<file path="src/rtl/gtg_pkg.sv">
// ----------------------------------------------------------------------------
// gtg_pkg
// Shared widths, pipeline stage numbers, constants and types for the
// go-to-goal velocity controller.
// ----------------------------------------------------------------------------
package gtg_pkg;

    // fixed point format of positions, gains and commands
    localparam int FRAC_BITS = 12;
    // fraction bits of the sine and cosine unit
    localparam int CQ = 30;

    // field widths
    localparam int POS_W  = 16;
    localparam int HEAD_W = 15;
    localparam int MAG_W  = POS_W;
    localparam int D2_W   = 2 * MAG_W + 1;
    localparam int DIST_W = MAG_W + 1;
    localparam int SPD_W  = 15;
    localparam int NUM_W  = D2_W;
    localparam int DEN_W  = DIST_W + 1;
    localparam int QUO_W  = 16;

    // angle and rotation widths
    localparam int ANG_W  = 35;
    localparam int Z_W    = 33;
    localparam int XY_W   = 34;
    localparam int CS_W   = 32;

    // unit depths
    localparam int SQRT_STEPS  = DIST_W;
    localparam int DIV_STEPS   = QUO_W;
    localparam int CORDIC_ITER = 30;
    localparam int CORDIC_LAT  = CORDIC_ITER + 2;

    // pipeline stage numbers, counted in registers after the accept edge
    localparam int ST_D2   = 2;
    localparam int ST_AG   = ST_D2 + 1;
    localparam int ST_DIST = ST_D2 + SQRT_STEPS;
    localparam int ST_SPD  = ST_DIST + 1;
    localparam int ST_NUM  = ST_SPD + 1;
    localparam int ST_Q    = ST_NUM + DIV_STEPS;
    localparam int ST_VEL  = ST_Q + 1;
    localparam int ST_PROD = ST_VEL + 1;
    localparam int ST_SUM  = ST_PROD + 1;
    localparam int ST_TURN = ST_SUM + 1;
    localparam int ST_OUT  = ST_TURN + 1;
    localparam int CS_DLY  = ST_VEL - 1 - CORDIC_LAT;

    // angle constants in Q.30
    localparam logic signed [ANG_W-1:0] PI_Q30      = 35'sd3373259426;
    localparam logic signed [ANG_W-1:0] HALF_PI_Q30 = 35'sd1686629713;
    localparam logic signed [ANG_W-1:0] TWO_PI_Q30  = 35'sd6746518852;
    localparam logic signed [XY_W-1:0]  GAIN_Q30    = 34'sd652032874;

    localparam logic signed [Z_W-1:0] ATAN_Q30 [CORDIC_ITER] = '{
        33'sd843314857, 33'sd497837829, 33'sd263043836, 33'sd133525158,
        33'sd67021686, 33'sd33543515, 33'sd16775850, 33'sd8388437,
        33'sd4194282, 33'sd2097149, 33'sd1048575, 33'sd524287,
        33'sd262143, 33'sd131071, 33'sd65535, 33'sd32767, 33'sd16383,
        33'sd8191, 33'sd4095, 33'sd2047, 33'sd1023, 33'sd511, 33'sd255,
        33'sd127, 33'sd63, 33'sd31, 33'sd15, 33'sd7, 33'sd3, 33'sd1
    };

    // register indexes
    localparam int CFG_IDX_W = 3;
    localparam logic [CFG_IDX_W-1:0] CFG_TOL      = 3'd0;
    localparam logic [CFG_IDX_W-1:0] CFG_SPD_GAIN = 3'd1;
    localparam logic [CFG_IDX_W-1:0] CFG_MAX_SPD  = 3'd2;
    localparam logic [CFG_IDX_W-1:0] CFG_MAX_TURN = 3'd3;
    localparam logic [CFG_IDX_W-1:0] CFG_TRN_GAIN = 3'd4;
    localparam logic [CFG_IDX_W-1:0] CFG_DEADBAND = 3'd5;

    // per-item flags and offset magnitudes that ride along the pipeline
    typedef struct packed {
        logic             pv;
        logic             ag;
        logic             dz;
        logic             xneg;
        logic             yneg;
        logic [MAG_W-1:0] xmag;
        logic [MAG_W-1:0] ymag;
    } meta_t;

endpackage

</file>
<file path="src/rtl/gtg_sqrt.sv">
// ----------------------------------------------------------------------------
// gtg_sqrt
// Pipelined integer square root, one result bit per stage.
// ----------------------------------------------------------------------------
module gtg_sqrt import gtg_pkg::*;
(
    input  logic              clk,
    input  logic [D2_W-1:0]   d2,
    output logic [DIST_W-1:0] root
);

    localparam int RAD_W  = 2 * SQRT_STEPS;
    localparam int SREM_W = DIST_W + 3;

    logic [RAD_W-1:0]  rad_reg  [SQRT_STEPS+1];
    logic [SREM_W-1:0] rem_reg  [SQRT_STEPS+1];
    logic [DIST_W-1:0] root_reg [SQRT_STEPS+1];

    // step zero is the unregistered input
    always_comb
    begin
        rad_reg[0]  = RAD_W'(d2);
        rem_reg[0]  = '0;
        root_reg[0] = '0;
    end

    // one pair of radicand bits per stage
    for (genvar k = 0; k < SQRT_STEPS; k++)
    begin : g_step
        logic [SREM_W-1:0] trial;
        logic [SREM_W-1:0] rem_in;
        logic [SREM_W-1:0] rem_next;
        logic [DIST_W-1:0] root_next;

        always_comb
        begin
            rem_in = {rem_reg[k][SREM_W-3:0], rad_reg[k][RAD_W-1 -: 2]};
            trial  = {1'b0, root_reg[k], 2'b01};
            if (rem_in >= trial)
            begin
                rem_next  = rem_in - trial;
                root_next = {root_reg[k][DIST_W-2:0], 1'b1};
            end
            else
            begin
                rem_next  = rem_in;
                root_next = {root_reg[k][DIST_W-2:0], 1'b0};
            end
        end

        always_ff @(posedge clk)
        begin
            rad_reg[k+1]  <= {rad_reg[k][RAD_W-3:0], 2'b00};
            rem_reg[k+1]  <= rem_next;
            root_reg[k+1] <= root_next;
        end
    end

    assign root = root_reg[SQRT_STEPS];

endmodule

</file>
<file path="config.mk">
export PLATFORM = sky130hd
export DESIGN_NAME = gtg_sqrt
export DESIGN_NICKNAME = d
export VERILOG_FILES = /design/src/rtl/gtg_pkg.sv /design/src/rtl/gtg_sqrt.sv
export SDC_FILE = /design/constraint.sdc
export NUM_CORES = 1
export LEC_CHECK = 0
export BUFFER_PORTS_ARGS = -buffer_cell sky130_fd_sc_hd__buf_2
export CORE_MARGIN = 3
export CORE_UTILIZATION = 56
export CTS_CLUSTER_DIAMETER = 150
export CTS_CLUSTER_SIZE = 14
export DETAILED_ROUTE_END_ITERATION = 10
export GPL_TIMING_DRIVEN = 0
export PLACE_DENSITY = 0.75
export SLEW_MARGIN = 20
export SYNTH_ARGS = -nofsm -noshare
export SYNTH_HDL_FRONTEND = slang
export SYNTH_SLANG_ARGS = --single-unit
</file>
<file path="constraint.sdc">
create_clock -name clk -period 2.6 [get_ports clk]
set_input_delay 0.39 -clock clk [delete_from_list [all_inputs] [get_ports clk]]
set_output_delay 0.39 -clock clk [all_outputs]
set_load 0.005 [all_outputs]
</file>
==> impl_metrics.json <==
{
  "status": "finished clean",
  "cp.required_ps": 3090,
  "start_util": 0.570,
  "finalSetupViolCount": 0,
  "layout_min_cycle_time_ps": 2550,
  "holdPathEnd": "rad_reg[367]",
  "r2r_cells": 7,
  "ys_types": 69,
  "antenna_left": 0,
  "syn_inst": 2387,
  "worstSkewPairLatency_ps": 620,
  "criticalPathCategory": "reg2reg",
  "first_global_vias": 16700,
  "hold_violations": 0,
  "synth_top_area_share": 0.559,
  "num_rows": 76,
  "drive_above_1_share": 0.114,
  "min_from": "rad_reg[399]",
  "n_antenna_cell": 0,
  "cts_htree_levels": 2,
  "async_reset_ff_frac": 0,
  "placed_cells": 3022,
  "power_density_mw_per_mm2": 933,
  "min_path_type": "reg2reg",
  "num-nets-final": 2755,
  "synth-seq-cells": 689,
  "slowest_stage": "o41a_1",
  "cp_slowest_stage_delay_ps": 460,
  "crit_arrival_ps": 3040,
  "leakage_uw": 0.0129,
  "drc": 0,
  "rr_endpoint": "g_step[15].rem_in[16]",
  "fillers": 3311,
  "clk_transition_reported_paths_ps": 70,
  "tritoncts": "yes",
  "netlist_area_mm2": 0.0247,
  "grt.total_usage": 0.202,
  "critPathLaunchType": "flop",
  "core_region_area_mm2": 0.0433,
  "synth_nets": 2591,
  "fin_crit_sh": 0.979,
  "fin_cells": 3138,
  "routed-via-count": 16800,
  "dp_hpwl_mm": 33.9,
  "fmax_ghz": 0.393,
  "antenna_found_initial": 0,
  "regToRegSetupSlack_ps": 50,
  "peakVddDrop_mv": 0.737,
  "gp_congestion": 0.970,
  "dieArea_mm2": 0.0466,
  "chipWidth_um": 216,
  "areaGrowthSynthToFinish_pct": 14.2,
  "slew_headroom": 0.509,
  "cts.sinks": 689,
  "cts-root-buf": "clkbuf_16",
  "drv_cap": 0,
  "io_buffers": 50,
  "setup_slack_ps": 54.5,
  "finalClockSkew_ps": 41.8,
  "grt_pass1_wl_mm": 78.7,
  "first_pass_iters": 5,
  "drv_slew": 0,
  "grt.overflow.total": 0,
  "cts_made_buffers": 55,
  "path_cells": "inv_1 > ha_1 > nand4_1 > or3_1 > o41a_1 > nand2_2 > mux2_2",
  "syn_avg_cell_area_um2": 10.3,
  "crit_path_end_kind": "flop",
  "vias_per_cell": 5.35,
  "postRouteWirelength_mm": 47.5,
  "worst_pin_slew_ps": 730,
  "reg2reg_from": "g_step[14].trial[13]",
  "clock_path_buffers": 3,
  "whs_path_depth": 0,
  "synth_edf_count": 0,
  "io_pins": 51,
  "grt_max_degree": 18,
  "fp.dieH_um": 216,
  "synth_top_area_cell": "dfxtp_1",
  "synth_area_leaders": "dfxtp_1 (56%), ha_1 (8.6%), xnor2_1 (3.4%)",
  "cp_max_fo": 6,
  "yosysSeqAreaShare": 0.559,
  "first_iter_violations": 847,
  "yosysWarnings": 0,
  "synth_flop_cell": "dfxtp_1",
  "finalSetupTns_ps": 0,
  "wl_per_cell_um": 15.1,
  "place_ws_ps": -809,
  "largest_reg_flops": 296
}
## layout by cell type (no fill, tap or decap), types with 31 or more instances in the layout
cell           instances
a21oi_1              146
dfxtp_1              685
xor2_1                96
nand2_1              145
clkbuf_16             55
dlygate4sd3_1         33
nor2_1               158
ha_1                 158
inv_1                205
o21ai_0              118
buf_2                 53
nand3_1               32
nor3_1                65
xnor2_1               96
o21a_1                31
mux2_2                38
## per-layer routing
metal / up-vias / routed length, µm / part of all wire / track usage
li1: 8419 / - / - / -
met1: 7880 / 21400 / 0.45 / 0.263
met2: 408 / 22400 / 0.47 / 0.342
met3: 81 / 2640 / 0.056 / 0.0406
met4: 0 / 1110 / 0.023 / 0.0589
met5: - / 0 / 0 / 0
## stage by stage
stage                     utilization  instance area (µm²)  hold slack [ps]  power [µW]
final                           0.652                28200              315       26300
after global routing            0.652                28200              323       27800
after CTS                       0.642                27800              319       26200
after floorplan                     -                24700              310       17300
after global placement          0.593                25700              310       18600
after detailed placement        0.593                25700              312       18800
## worst max-delay path, delay by kind of cell, from the launching register on
family                     cells  cell delay (ps)
AOI/OAI and AO/OA              1              460
adders and majority gates      1              380
buffers and inverters          1               50
DFF                            1              340
muxes                          1              350
and+or+nand+nor                3              840
## cell families after synthesis
logic type               count (synthesis)  synth area share
AND/OR/NAND/NOR                        609             0.121
flip-flops                             689             0.559
other                                    1          0.000152
buffers and inverters                  234            0.0357
adder cells (fa/ha/maj)                170            0.0862
multiplexers                            43            0.0194
AO/OA/AOI/OAI                          448             0.110
XOR/XNOR                               193            0.0685
## layout make-up
| class | count | area [µm²] | share of cell area |
|---|---|---|---|
| flip-flops and latches | 689 | 13800 | 0.490 |
| clock inverters | 4 | 92.6 | 0.00328 |
| well taps | 585 | 732 | 0.0260 |
| multi-input cells | 1465 | 10500 | 0.372 |
| clock buffers | 55 | 1380 | 0.0488 |
| inverters | 207 | 777 | 0.0276 |
| repair buffers | 108 | 768 | 0.0273 |
| plain buffers | 25 | 161 | 0.00573 |
## worst max path at each step
stage	startpoint	endpoint	slack [ps]	cells after the start
final	g_step[14].trial[13]	g_step[15].rem_in[16]	50	7
after global routing	g_step[15].trial[6]	g_step[16].rem_in[19]	-30	9
after CTS	g_step[15].trial[7]	g_step[16].rem_in[14]	5	9
after detailed placement	g_step[12].trial[5]	g_step[13].rem_in[12]	-810	9
after global placement	g_step[12].trial[5]	g_step[13].rem_in[14]	-820	9
after floorplan	g_step[12].trial[11]	g_step[13].rem_in[16]	3	8
## cells in the mapped netlist, types with 14 or more instances
| library cell | instances |
|---|---|
| nand4_1 | 23 |
| ha_1 | 170 |
| xnor2_1 | 97 |
| o31ai_1 | 14 |
| or3_1 | 28 |
| o21a_1 | 32 |
| inv_1 | 207 |
| a21o_1 | 26 |
| nor2_1 | 162 |
| xor2_1 | 96 |
| nand2_1 | 146 |
| nor2b_1 | 21 |
| nor4_1 | 33 |
| nand3_1 | 35 |
| a21oi_1 | 153 |
| nor3_1 | 68 |
| a211oi_1 | 18 |
| clkbuf_1 | 24 |
| o21ai_0 | 123 |
| o211ai_1 | 18 |
| or2_2 | 16 |
| mux2_2 | 38 |
| nand2b_1 | 28 |
| dfxtp_1 | 689 |
## power breakdown
| group | internal, µW | total, µW | switching [µW] |
|---|---|---|---|
| combinational | 2530 | 5540 | 3010 |
| sequential | 12400 | 13500 | 1180 |
| clock | 3770 | 7240 | 3470 |
## timing repair
item                       4_1_cts  5_1_grt
hold endpoints to repair        33        0
setup buffers                   10       15
setup endpoints to repair      148      160
cloned                           0        1
pin swaps                        8       19
hold buffers                    33        0
gates resized for setup         60       87
(Power assumes the default switching activity.)
