File: src/rtl/gtg_pkg.sv
// ----------------------------------------------------------------------------
// gtg_pkg
// Shared widths, pipeline stage numbers, constants and types for the
// go-to-goal velocity controller.
// ----------------------------------------------------------------------------
package gtg_pkg;

    // fixed point format of positions, gains and commands
    localparam int FRAC_BITS = 12;
    // fraction bits of the sine and cosine unit
    localparam int CQ = 30;

    // field widths
    localparam int POS_W  = 16;
    localparam int HEAD_W = 15;
    localparam int MAG_W  = POS_W;
    localparam int D2_W   = 2 * MAG_W + 1;
    localparam int DIST_W = MAG_W + 1;
    localparam int SPD_W  = 15;
    localparam int NUM_W  = D2_W;
    localparam int DEN_W  = DIST_W + 1;
    localparam int QUO_W  = 16;

    // angle and rotation widths
    localparam int ANG_W  = 35;
    localparam int Z_W    = 33;
    localparam int XY_W   = 34;
    localparam int CS_W   = 32;

    // unit depths
    localparam int SQRT_STEPS  = DIST_W;
    localparam int DIV_STEPS   = QUO_W;
    localparam int CORDIC_ITER = 30;
    localparam int CORDIC_LAT  = CORDIC_ITER + 2;

    // pipeline stage numbers, counted in registers after the accept edge
    localparam int ST_D2   = 2;
    localparam int ST_AG   = ST_D2 + 1;
    localparam int ST_DIST = ST_D2 + SQRT_STEPS;
    localparam int ST_SPD  = ST_DIST + 1;
    localparam int ST_NUM  = ST_SPD + 1;
    localparam int ST_Q    = ST_NUM + DIV_STEPS;
    localparam int ST_VEL  = ST_Q + 1;
    localparam int ST_PROD = ST_VEL + 1;
    localparam int ST_SUM  = ST_PROD + 1;
    localparam int ST_TURN = ST_SUM + 1;
    localparam int ST_OUT  = ST_TURN + 1;
    localparam int CS_DLY  = ST_VEL - 1 - CORDIC_LAT;

    // angle constants in Q.30
    localparam logic signed [ANG_W-1:0] PI_Q30      = 35'sd3373259426;
    localparam logic signed [ANG_W-1:0] HALF_PI_Q30 = 35'sd1686629713;
    localparam logic signed [ANG_W-1:0] TWO_PI_Q30  = 35'sd6746518852;
    localparam logic signed [XY_W-1:0]  GAIN_Q30    = 34'sd652032874;

    localparam logic signed [Z_W-1:0] ATAN_Q30 [CORDIC_ITER] = '{
        33'sd843314857, 33'sd497837829, 33'sd263043836, 33'sd133525158,
        33'sd67021686, 33'sd33543515, 33'sd16775850, 33'sd8388437,
        33'sd4194282, 33'sd2097149, 33'sd1048575, 33'sd524287,
        33'sd262143, 33'sd131071, 33'sd65535, 33'sd32767, 33'sd16383,
        33'sd8191, 33'sd4095, 33'sd2047, 33'sd1023, 33'sd511, 33'sd255,
        33'sd127, 33'sd63, 33'sd31, 33'sd15, 33'sd7, 33'sd3, 33'sd1
    };

    // register indexes
    localparam int CFG_IDX_W = 3;
    localparam logic [CFG_IDX_W-1:0] CFG_TOL      = 3'd0;
    localparam logic [CFG_IDX_W-1:0] CFG_SPD_GAIN = 3'd1;
    localparam logic [CFG_IDX_W-1:0] CFG_MAX_SPD  = 3'd2;
    localparam logic [CFG_IDX_W-1:0] CFG_MAX_TURN = 3'd3;
    localparam logic [CFG_IDX_W-1:0] CFG_TRN_GAIN = 3'd4;
    localparam logic [CFG_IDX_W-1:0] CFG_DEADBAND = 3'd5;

    // per-item flags and offset magnitudes that ride along the pipeline
    typedef struct packed {
        logic             pv;
        logic             ag;
        logic             dz;
        logic             xneg;
        logic             yneg;
        logic [MAG_W-1:0] xmag;
        logic [MAG_W-1:0] ymag;
    } meta_t;

endpackage

File: src/rtl/gtg_div.sv
// ----------------------------------------------------------------------------
// gtg_div
// Pipelined restoring divider, one quotient bit per stage. The quotient is
// known to fit in QUO_W bits.
// ----------------------------------------------------------------------------
module gtg_div import gtg_pkg::*;
(
    input  logic             clk,
    input  logic [NUM_W-1:0] num,
    input  logic [DEN_W-1:0] den,
    output logic [QUO_W-1:0] quo
);

    logic [DEN_W-1:0] rem_reg [DIV_STEPS+1];
    logic [QUO_W-1:0] lo_reg  [DIV_STEPS+1];
    logic [DEN_W-1:0] den_reg [DIV_STEPS+1];
    logic [QUO_W-1:0] quo_reg [DIV_STEPS+1];

    // upper numerator bits are already below the divisor
    always_comb
    begin
        rem_reg[0] = DEN_W'(num[NUM_W-1:QUO_W]);
        lo_reg[0]  = num[QUO_W-1:0];
        den_reg[0] = den;
        quo_reg[0] = '0;
    end

    for (genvar k = 0; k < DIV_STEPS; k++)
    begin : g_step
        logic [DEN_W:0]   trial;
        logic [DEN_W-1:0] rem_next;
        logic             qbit;

        always_comb
        begin
            trial = {rem_reg[k], lo_reg[k][QUO_W-1]};
            qbit  = (trial >= {1'b0, den_reg[k]});
            if (qbit)
                rem_next = DEN_W'(trial - {1'b0, den_reg[k]});
            else
                rem_next = trial[DEN_W-1:0];
        end

        always_ff @(posedge clk)
        begin
            rem_reg[k+1] <= rem_next;
            lo_reg[k+1]  <= {lo_reg[k][QUO_W-2:0], 1'b0};
            den_reg[k+1] <= den_reg[k];
            quo_reg[k+1] <= {quo_reg[k][QUO_W-2:0], qbit};
        end
    end

    assign quo = quo_reg[DIV_STEPS];

endmodule

File: config.mk
export PLATFORM = sky130hd
export DESIGN_NAME = gtg_div
export DESIGN_NICKNAME = d
export VERILOG_FILES = /design/src/rtl/gtg_pkg.sv /design/src/rtl/gtg_div.sv
export SDC_FILE = /design/constraint.sdc
export NUM_CORES = 1
export LEC_CHECK = 0
export BUFFER_PORTS_ARGS = -buffer_cell sky130_fd_sc_hd__buf_4
export CORE_MARGIN = 5
export CORE_UTILIZATION = 43
export CTS_BUF_LIST = sky130_fd_sc_hd__clkbuf_4
export DETAILED_ROUTE_END_ITERATION = 8
export SETUP_SLACK_MARGIN = 0.3
export SYNTH_ARGS = -nofsm -noshare
export SYNTH_HDL_FRONTEND = slang
export SYNTH_SLANG_ARGS = --single-unit
export TNS_END_PERCENT = 10
File: constraint.sdc
create_clock -name clk -period 5.8 [get_ports clk]
set_input_delay 0.29 -clock clk [delete_from_list [all_inputs] [get_ports clk]]
set_output_delay 0.29 -clock clk [all_outputs]
set_load 0.02 [all_outputs]
==> flow_metrics.env, run 1 <==
export IMPL_fin_crit_ps=3685
export IMPL_clock_sinks=796
export IMPL_power_density_mw_per_mm2=589.8
export IMPL_r2r_slack_ps=2120
export IMPL_synth_mux_area_share_pct=4.215
export IMPL_clk_pin_slew_ps=60
export IMPL_synth_seq_cells=796
export IMPL_synth_edf_count=0
export IMPL_multi_input_area_mm2=0.01518
export IMPL_crit_chain="inv_1, ha_1, nor2b_1, o31a_1, o31ai_1, a211oi_1, o311ai_1, nand2_1, or2_2, and3b_1"
export IMPL_antenna_found_initial=2
export IMPL_start_util_pct=43.34
export IMPL_required_ps=6680
export IMPL_ys_flop_type="dfxtp_1"
export IMPL_setup_tns_ps=0
export IMPL_timing_max_cap_violations=0
export IMPL_path_delay_family="simple AND/OR/NAND/NOR gates"
export IMPL_clock_latency_ps=1010
export IMPL_drt_antenna_violating_nets=0
export IMPL_cts_tree="built"
export IMPL_slew_headroom_pct=18.66
export IMPL_cts_made_buffers=204
export IMPL_syn_num_nets=3676
export IMPL_p_seq_share_pct=35.1
export IMPL_worst_pin_slew_ps=1220
export IMPL_yosys_area_share_simple_pct=9.877
export IMPL_max_stage_delay_ps=700
export IMPL_start_kind="flop"
export IMPL_ys_async_sr_fraction_pct=0
export IMPL_place_hpwl_um=50930
export IMPL_fin_cells=4776
export IMPL_first_pass_iters=5
export IMPL_status="completed"
export IMPL_grtUsageTotal_pct=16.60
export IMPL_finalHoldViolations=0
export IMPL_synthAdderAreaFrac_pct=11.88
export IMPL_hp_class="flop to flop"
export IMPL_wirelength_um=68580
export IMPL_grt_pass1_wl_um=113100
export IMPL_post_cts_resized=0
export IMPL_wire_per_inst_um=14.36
export IMPL_pre_cts_ws_ps=2175
export IMPL_dp_cells=4305
export IMPL_power_switching_w=0.008290
export IMPL_worst_path_buf_inv=1
export IMPL_r2r_cells=10
export IMPL_vias=23550
export IMPL_setup_slack_ps=2115
export IMPL_combPwrFrac_pct=44.2
export IMPL_crit_path_start="den_reg[235]"
export IMPL_cts_root_buf="clkbuf_4"
export IMPL_rsz0062_at_grt="no"
export IMPL_io_pins=68
export IMPL_p_int_w=0.01414
export IMPL_drive_above_1_share_pct=14.15
export IMPL_min_to="quo_reg[20]"
export IMPL_fill_cells=7118
export IMPL_via_per_inst=4.932
export IMPL_netlist_cell_type_count=85
export IMPL_cp_arrival_ps=4560
export IMPL_irDropWorstVdd_v=0.0002935
export IMPL_path_max_fanout=29
export IMPL_setup_viol=0
export IMPL_stdcell_area_mm2=0.03804
export IMPL_hold_buffers=114
export IMPL_ctsLongestPathBuffers=3
export IMPL_p_leak_nw=17.46
export IMPL_busiest_layer="met2"
export IMPL_synth_compound_area_share_pct=14.93
export IMPL_h_tree_depth=4
export IMPL_fp_dieH_um=286.4
export IMPL_grt_overflow_total=0
export IMPL_drtIter0Drc=876
export IMPL_synth_top_family_by_area="compound AO/OA/AOI/OAI gates"
export IMPL_synth_seq_area_share_pct=48.49
export IMPL_place_congestion=0.8754
export IMPL_r2r_start="den_reg[235]"
export IMPL_postSynthCellCount=3321
export IMPL_port_buffers=67
export IMPL_drc=0
export IMPL_worstHoldStart="quo_reg[35]"
export IMPL_largest_register_ffs=285
export IMPL_met3_usage_pct=4.035
export IMPL_syn_to_final_growth_pct=15.74
export IMPL_end_kind="flop"
export IMPL_finalPower_w=0.02243
export IMPL_slew_viol_final=0
export IMPL_syn_area_per_cell_um2=9.895
export IMPL_syn_area_mm2=0.03286
export IMPL_cts_setup_buffers=0
export IMPL_grt_use_met1_pct=17.64
export IMPL_r2r_end="g_step[4].trial[18]"
export IMPL_regArea_mm2=0.01594
export IMPL_core_mm2=0.07582
export IMPL_cpMaxStageDelayCell="nand2_1"
export IMPL_die_w_um=286.4
export IMPL_grt_use_met2_pct=31.35
export IMPL_finalCritPeriodShare_pct=63.53
export IMPL_rows=101
export IMPL_grt_max_degree=35
export IMPL_timing_fmax_ghz=0.2714
export IMPL_crit_type="flop to flop"
export IMPL_whs_path_depth=0
export IMPL_p_sw_share_pct=36.95
export IMPL_place_area_mm2=0.03431
export IMPL_clock_skew_ps=90.41
export IMPL_synth_xor_area_share_pct=5.197
export IMPL_final_nets=4002
export IMPL_clockPowerShare_pct=20.6
export IMPL_ys_warn_count=0
export IMPL_die_area_mm2=0.08205
export IMPL_first_global_vias=24060
## stage by stage
| step | util [%] | hold slack (ps) |
|---|---|---|
| after floorplan | - | 309.6 |
| after global placement | 45.25 | 309.6 |
| after detailed placement | 45.25 | 312.1 |
| after CTS | 50.16 | 101.6 |
| after global routing | 50.16 | 154.9 |
| final | 50.16 | 252.2 |
## worst register-to-register path, delay by kind of cell (launching register included)
kind | cells | cell delay, ps
DFF | 1 | 330
AOI/OAI and AO/OA | 4 | 1290
buffers and inverters | 1 | 70
adders and majority gates | 1 | 300
and+or+nand+nor | 4 | 1580
## routing by layer
layer	share of wire (%)	up-vias	wire (um)
li1	-	12240	-
met1	41	10790	28130
met2	53	391	36150
met3	3.7	142	2566
met4	2.5	0	1740
met5	0	-	0
## placed cells by master, fill, tap and decap left out, drive strengths merged, types with 61 or more instances in the layout
cell type / netlist / final
ha: 288 / 288
a21o: 61 / 61
mux2: 109 / 109
dfxtp: 796 / 796
xnor2: 114 / 114
clkbuf: 33 / 294
o21ai: 204 / 204
a21oi: 237 / 237
buf: 37 / 76
inv: 373 / 377
nor2: 205 / 205
xor2: 81 / 81
dlygate4sd3: 0 / 114
nand2: 186 / 186
## Yosys cell counts, drive strengths merged (59+ instances only)
cell type	number	share of area, %
dfxtp	796	48
inv	373	4.3
ha	288	11
a21oi	237	3.6
nor2	205	2.3
o21ai	204	3.1
nand2	186	2.1
xnor2	114	3.0
mux2	109	3.8
xor2	81	2.2
a21o	61	1.4
nand3	59	0.90
## cell type report
class	count	share of cell area [%]
timing repair buffer	190	4.500
clock buffer	294	5.803
sequential	796	41.90
tap	978	3.217
multi-input combinational	2082	39.91
clock inverter	61	0.9770
inverter	373	3.681
antenna	2	0.01316
## power groups by stage
stage / clock network (W) / logic (W) / registers, W
detailed placement: 0 / 0.00979 / 0.00800
finish: 0.00463 / 0.00992 / 0.00788
global route: 0.00516 / 0.0111 / 0.00804
CTS: 0.00487 / 0.00994 / 0.00789
floorplan: 0 / 0.00799 / 0.00765
global placement: 0 / 0.00971 / 0.00801
## worst max path at each step
stage                           endpoint  slack (ps)  cells past startpoint
floorplan           g_step[13].trial[15]        2920                     12
global placement      g_step[6].trial[2]        2240                      9
detailed placement    g_step[6].trial[2]        2170                      9
CTS                  g_step[4].trial[18]        2130                     10
global route         g_step[6].trial[10]        1810                      9
finish               g_step[4].trial[18]        2120                     10
## cell families (layout without fill, tap and decap cells)
family	count (synthesis)	in the layout
mux	121	121
xor+xnor	195	195
other cells	0	2
flops	796	796
buf+inv	443	918
compound gates	777	777
simple gates	686	686
fa+ha+maj	303	303
(Power assumes the default switching activity.)
==> run 2: changes to the inputs <==
ABC_AREA = 1   (was not set)
clock period = 3.2 ns   (was 5.8 ns; I/O delays follow)
==> flow_metrics.env, run 2 <==
export IMPL_required_ps=4170
export IMPL_synth_seq_cells=796
export IMPL_hp_class="primary input to flop"
export IMPL_drt_antenna_violating_nets=0
export IMPL_syn_to_final_growth_pct=14.40
export IMPL_setup_tns_ps=0
export IMPL_first_global_vias=32070
export IMPL_cts_setup_buffers=0
export IMPL_syn_area_mm2=0.03856
export IMPL_wl_met1_um=45160
export IMPL_drtIter0Drc=2030
export IMPL_die_w_um=309.5
export IMPL_antenna_found_initial=3
export IMPL_h_tree_depth=4
export IMPL_fp_dieH_um=309.5
export IMPL_clk_pin_slew_ps=70
export IMPL_wirelength_um=103400
export IMPL_cts_made_buffers=202
export IMPL_drive_above_1_share_pct=10.22
export IMPL_path_max_fanout=17
export IMPL_worst_pin_slew_ps=944.0
export IMPL_cts_tree="built"
export IMPL_ys_warn_count=0
export IMPL_r2r_end="g_step[10].trial[14]"
export IMPL_clock_skew_ps=75.21
export IMPL_syn_area_per_cell_um2=7.381
export IMPL_largest_register_ffs=285
export IMPL_slew_headroom_pct=37.07
export IMPL_netlist_cell_type_count=38
export IMPL_die_area_mm2=0.09576
export IMPL_r2r_start="den_reg[140]"
export IMPL_cpMaxStageDelayCell="dlygate4sd3_1"
export IMPL_hold_slack_ps=273.3
export IMPL_rsz0062_at_grt="no"
export IMPL_crit_type="primary input to flop"
export IMPL_worst_path_buf_inv=6
export IMPL_grt_overflow_total=0
export IMPL_grtUsageTotal_pct=21.59
export IMPL_port_buffers=67
export IMPL_setup_viol=0
export IMPL_final_nets=5940
export IMPL_fin_crit_ps=2734
export IMPL_status="completed"
export IMPL_post_cts_resized=0
export IMPL_synth_commonest_cells="1,716 x nand2_1, 809 x inv_1, 796 x dfxtp_1"
export IMPL_cts_root_buf="clkbuf_4"
export IMPL_max_stage_delay_ps=570
export IMPL_place_area_mm2=0.04013
export IMPL_path_delay_family="buffers and inverters"
export IMPL_slew_viol_final=0
export IMPL_clock_latency_ps=1080
export IMPL_timing_fmax_ghz=0.3658
export IMPL_stdcell_area_mm2=0.04411
export IMPL_cp_arrival_ps=3700
export IMPL_start_kind="primary input"
export IMPL_r2r_cells=9
export IMPL_finalCritPeriodShare_pct=85.43
export IMPL_r2r_slack_ps=560
export IMPL_crit_cells=15
export IMPL_core_mm2=0.08865
export IMPL_drc=0
export IMPL_postSynthCellCount=5224
export IMPL_timing_max_cap_violations=0
export IMPL_grt_max_degree=28
export IMPL_wl_met3_um=5225
export IMPL_p_leak_nw=23.50
export IMPL_crit_path_end="g_step[1].trial[2]"
export IMPL_ctsLongestPathBuffers=3
export IMPL_final_cell_mix="1,716 x nand2_1, 809 x inv_1, 796 x dfxtp_1"
export IMPL_fill_cells=8912
export IMPL_crit_path_start="num[15]"
export IMPL_power_density_mw_per_mm2=1031
export IMPL_crit_chain="dlygate4sd3_1, buf_4, inv_1, ha_1, inv_1, fa_1, nand3_1, nand3_2, nand3_1, nand2_1, nand2_2, nand3_1, dlygate4sd3_1, nand2_1, dlygate4sd3_1"
export IMPL_place_congestion=0.8938
export IMPL_irDropWorstVdd_v=0.0005557
export IMPL_ys_flop_type="dfxtp_1"
export IMPL_vias=32860
export IMPL_synth_edf_count=0
export IMPL_ys_async_sr_fraction_pct=0
export IMPL_yosys_cell_count_top_type="nand2_1"
export IMPL_wl_met2_um=50750
export IMPL_end_kind="flop"
export IMPL_layout_commonest_cell="nand2_1"
export IMPL_place_hpwl_um=80370
export IMPL_clock_sinks=796
export IMPL_io_pins=68
export IMPL_top_layer="met4"
export IMPL_netlist_area_leader_share_pct=41.33
export IMPL_utilization_pct=49.76
export IMPL_synth_area_leader_cell="dfxtp_1"
export IMPL_start_util_pct=43.50
export IMPL_via_per_inst=4.757
export IMPL_rows=109
export IMPL_grt_pass1_wl_um=166100
export IMPL_dp_cells=6413
export IMPL_fin_cells=6908
export IMPL_synth_area_top_cells="dfxtp_1 41%, nand2_1 17%, ha_1 9.3%"
export IMPL_synth_seq_area_share_pct=41.33
export IMPL_first_pass_iters=7
export IMPL_finalHoldViolations=0
export IMPL_wire_per_inst_um=14.97
export IMPL_syn_num_nets=5579
## run 2: changes by cell type after synthesis, sizes merged, moves of 82 or more
cell    before   now
nor2       205   388
nand2      186  1761
nand3b       2   120
inv        373   815
nand3       59   455
a21oi      237   155
mux2       109     0
o21ai      204    79
xnor2      114     4
## run 2: tightest hold or removal path: cells and delay by family
| family | cells | cell delay, ps |
|---|---|---|
| buffers and inverters | 3 | 1130 |
## run 2: where the power goes
group	internal, W	total, W	switching [W]
clock	0.00467	0.00878	0.00412
combinational	0.00798	0.0220	0.0140
sequential	0.0128	0.0147	0.00189
total	0.0255	0.0455	0.0200
## run 2: cells by family (layout without fill, tap and decap cells)
kind of cell	Yosys count	after routing	synth area share, %
xor gates and xnor gates	121	121	2.748
DFF	796	796	41.33
other	0	7	0
AOI/OAI and AO/OA	255	255	4.163
adders and majority gates	303	303	10.12
buffers and inverters	884	1396	9.423
and+or+nand+nor	2865	2865	32.21
## run 2: how the worst min path moves through the flow
| stage | end | cells past startpoint | from | slack, ps |
|---|---|---|---|---|
| global placement | lo_reg[247] | 1 | num[6] | 260 |
| floorplan | den_reg[270] | 0 | den[0] | 190 |
| CTS | lo_reg[251] | 3 | num[10] | 90 |
| finish | lo_reg[251] | 3 | num[10] | 270 |
| detailed placement | lo_reg[246] | 1 | num[5] | 270 |
| global route | lo_reg[251] | 3 | num[10] | 160 |
## run 2: stage by stage
step / setup WS [ps] / power, W
floorplan: 1457 / 0.03108
global placement: 547.0 / 0.03647
detailed placement: 540.5 / 0.03658
CTS: 538.9 / 0.04585
global route: 366.5 / 0.04976
finish: 466.2 / 0.04549
## run 2: layout make-up
class                           instances  area, um^2  area share [%]
Timing Repair Buffer                  223        2007           4.550
Tap cell                             1165        1458           3.304
Antenna cell                            7       17.52         0.03971
Clock buffer                          277        2079           4.714
Multi-Input combinational cell       3544       18990           43.05
Sequential cell                       796       15940           36.13
Inverter                              818        3070           6.961
Clock inverter                         78       553.0           1.254
## run 2: per-layer routing
layer  GRT usage, %  vias to the layer above
met4          6.330                        0
met3          3.789                      157
met2          38.52                      774
li1               -                    17140
met5              0                        -
met1          26.79                    14790
## run 2: timing repair
item / in CTS / in global routing
hold endpoints to repair: 52 / 0
hold buffers: 133 / 0
endpoints found under the setup margin: 0 / 0
==> run 3: changes to the inputs <==
BUFFER_PORTS_ARGS = not set   (was -buffer_cell sky130_fd_sc_hd__buf_4)
DONT_BUFFER_PORTS = 1   (was not set)
GPL_TIMING_DRIVEN = 0   (was not set)
==> flow_metrics.env, run 3 (same netlist as run 2, synthesis figures left out) <==
export IMPL_status="completed"
export IMPL_worst_pin_slew_ps=988.6
export IMPL_irDropWorstVdd_v=0.0004454
export IMPL_place_congestion=0.8976
export IMPL_largest_register_ffs=285
export IMPL_power_density_mw_per_mm2=1040
export IMPL_dp_cells=6389
export IMPL_vias=32850
export IMPL_hold_slack_ps=175.6
export IMPL_p_leak_nw=23.36
export IMPL_fin_crit_ps=2943
export IMPL_setup_slack_ps=256.5
export IMPL_setup_tns_ps=0
export IMPL_clk_pin_slew_ps=60
export IMPL_start_kind="primary input"
export IMPL_syn_to_final_growth_pct=14.06
export IMPL_regArea_mm2=0.01594
export IMPL_io_pins=68
export IMPL_grt_max_degree=18
export IMPL_drtIter0Drc=2071
export IMPL_cp_arrival_ps=3920
export IMPL_die_area_mm2=0.09576
export IMPL_slew_viol_final=0
export IMPL_met3_usage_pct=4.082
export IMPL_hp_class="primary input to flop"
export IMPL_grt_use_met2_pct=36.57
export IMPL_h_tree_depth=4
export IMPL_final_cell_mix="1,715 x nand2_1, 809 x inv_1, 796 x dfxtp_1"
export IMPL_wirelength_um=103300
export IMPL_timing_fmax_ghz=0.3397
export IMPL_place_hpwl_um=80700
export IMPL_timing_max_cap_violations=0
export IMPL_cts_tree="built"
export IMPL_first_global_vias=31480
export IMPL_start_util_pct=43.50
export IMPL_first_pass_iters=6
export IMPL_busiest_layer="met2"
export IMPL_clock_skew_ps=75.67
export IMPL_cts_made_buffers=203
export IMPL_finalHoldViolations=0
export IMPL_finalCritPeriodShare_pct=91.98
export IMPL_rows=109
export IMPL_antenna_found_initial=3
export IMPL_cts_root_buf="clkbuf_4"
export IMPL_slew_headroom_pct=34.09
export IMPL_rsz0062_at_grt="no"
export IMPL_fp_dieH_um=309.5
export IMPL_via_per_inst=4.778
export IMPL_setup_viol=0
export IMPL_required_ps=4180
export IMPL_fin_cells=6875
export IMPL_pre_cts_ws_ps=856.0
export IMPL_grt_use_met1_pct=27.52
export IMPL_ctsLongestPathBuffers=3
export IMPL_grt_overflow_total=0
export IMPL_finalPower_w=0.04573
export IMPL_clock_sinks=796
export IMPL_grtUsageTotal_pct=21.48
export IMPL_path_max_fanout=8
export IMPL_clock_latency_ps=1120
export IMPL_drt_antenna_violating_nets=0
export IMPL_port_buffers=0
export IMPL_drc=0
export IMPL_end_kind="flop"
export IMPL_wire_per_inst_um=15.02
export IMPL_crit_type="primary input to flop"
export IMPL_core_mm2=0.08865
export IMPL_drive_above_1_share_pct=9.960
export IMPL_die_w_um=309.5
export IMPL_fill_cells=9038
export IMPL_grt_pass1_wl_um=163900
export IMPL_final_nets=5913
export IMPL_multi_input_area_mm2=0.01907
export IMPL_layout_commonest_cell="nand2_1"
==> run 3: cell types whose count changed in the layout (fill, tap and decap cells not counted), sizes merged <==
cell	previous run	this run
buf	90	69
bufinv	8	5
clkbuf	277	271
clkinv	64	71
clkinvlp	2	0
dlygate4sd3	133	124
inv	822	823
==> run 3: area by class of cell <==
type                    count  share of cell area [%]
well taps                1165                   3.314
repair buffers            129                   2.976
inverters                 818                   6.981
plain buffers              66                   1.294
flip-flops and latches    796                   36.23
diodes                      7                 0.03983
clock inverters            81                   1.198
multi-input cells        3544                   43.37
clock buffers             269                   4.592
==> run 3: worst max-delay path: stages <==
cell and delay [ps]:
dlygate4sd3_1 540, dlygate4sd3_1 620, inv_1 60, ha_1 370, nand2_1 130, nor2_2 150
inv_1 70, nor2_1 100, nor2_1 60, nand2_1 120, nand2_4 130, clkbuf_16 180
nand3_1 70, dlygate4sd3_1 550, nand2_1 60, dlygate4sd3_1 560
==> run 3: layer usage <==
metal	part of all wire, %	wire length (um)
met5	0.013	13
met4	2.7	2835
met3	5.2	5383
met2	47	48820
met1	45	46210
==> run 3: worst paths after layout <==
path | cells past startpoint | slack, ps | start | endpoint
worst min register to register | 0 | 290 | lo_reg[233] | lo_reg[218]
worst max register to register | 9 | 770 | den_reg[224] | g_step[5].trial[17]
worst max-delay path | 16 | 260 | den[10] | g_step[1].trial[10]
worst min-delay path | 2 | 180 | num[1] | lo_reg[242]
==> run 3: metrics by stage <==
| stage | utilization [%] | instance area (um^2) |
|---|---|---|
| floorplan | - | 38560 |
| finish | 49.61 | 43980 |
| global route | 49.61 | 43970 |
| global placement | 45.14 | 40020 |
| CTS | 49.43 | 43810 |
| detailed placement | 45.14 | 40020 |
==> run 3: where the power goes <==
group / internal [W] / switching [W] / leakage, nW
Clock: 0.00436 / 0.00412 / 1.50
Sequential: 0.0128 / 0.00170 / 6.71
Combinational: 0.00820 / 0.0145 / 15.2
==> run 3: timing repair <==
action	CTS	global route
hold endpoints to repair	52	2
setup endpoints to repair	0	17
setup buffers	0	4
hold buffers	125	2
resized for setup	0	18
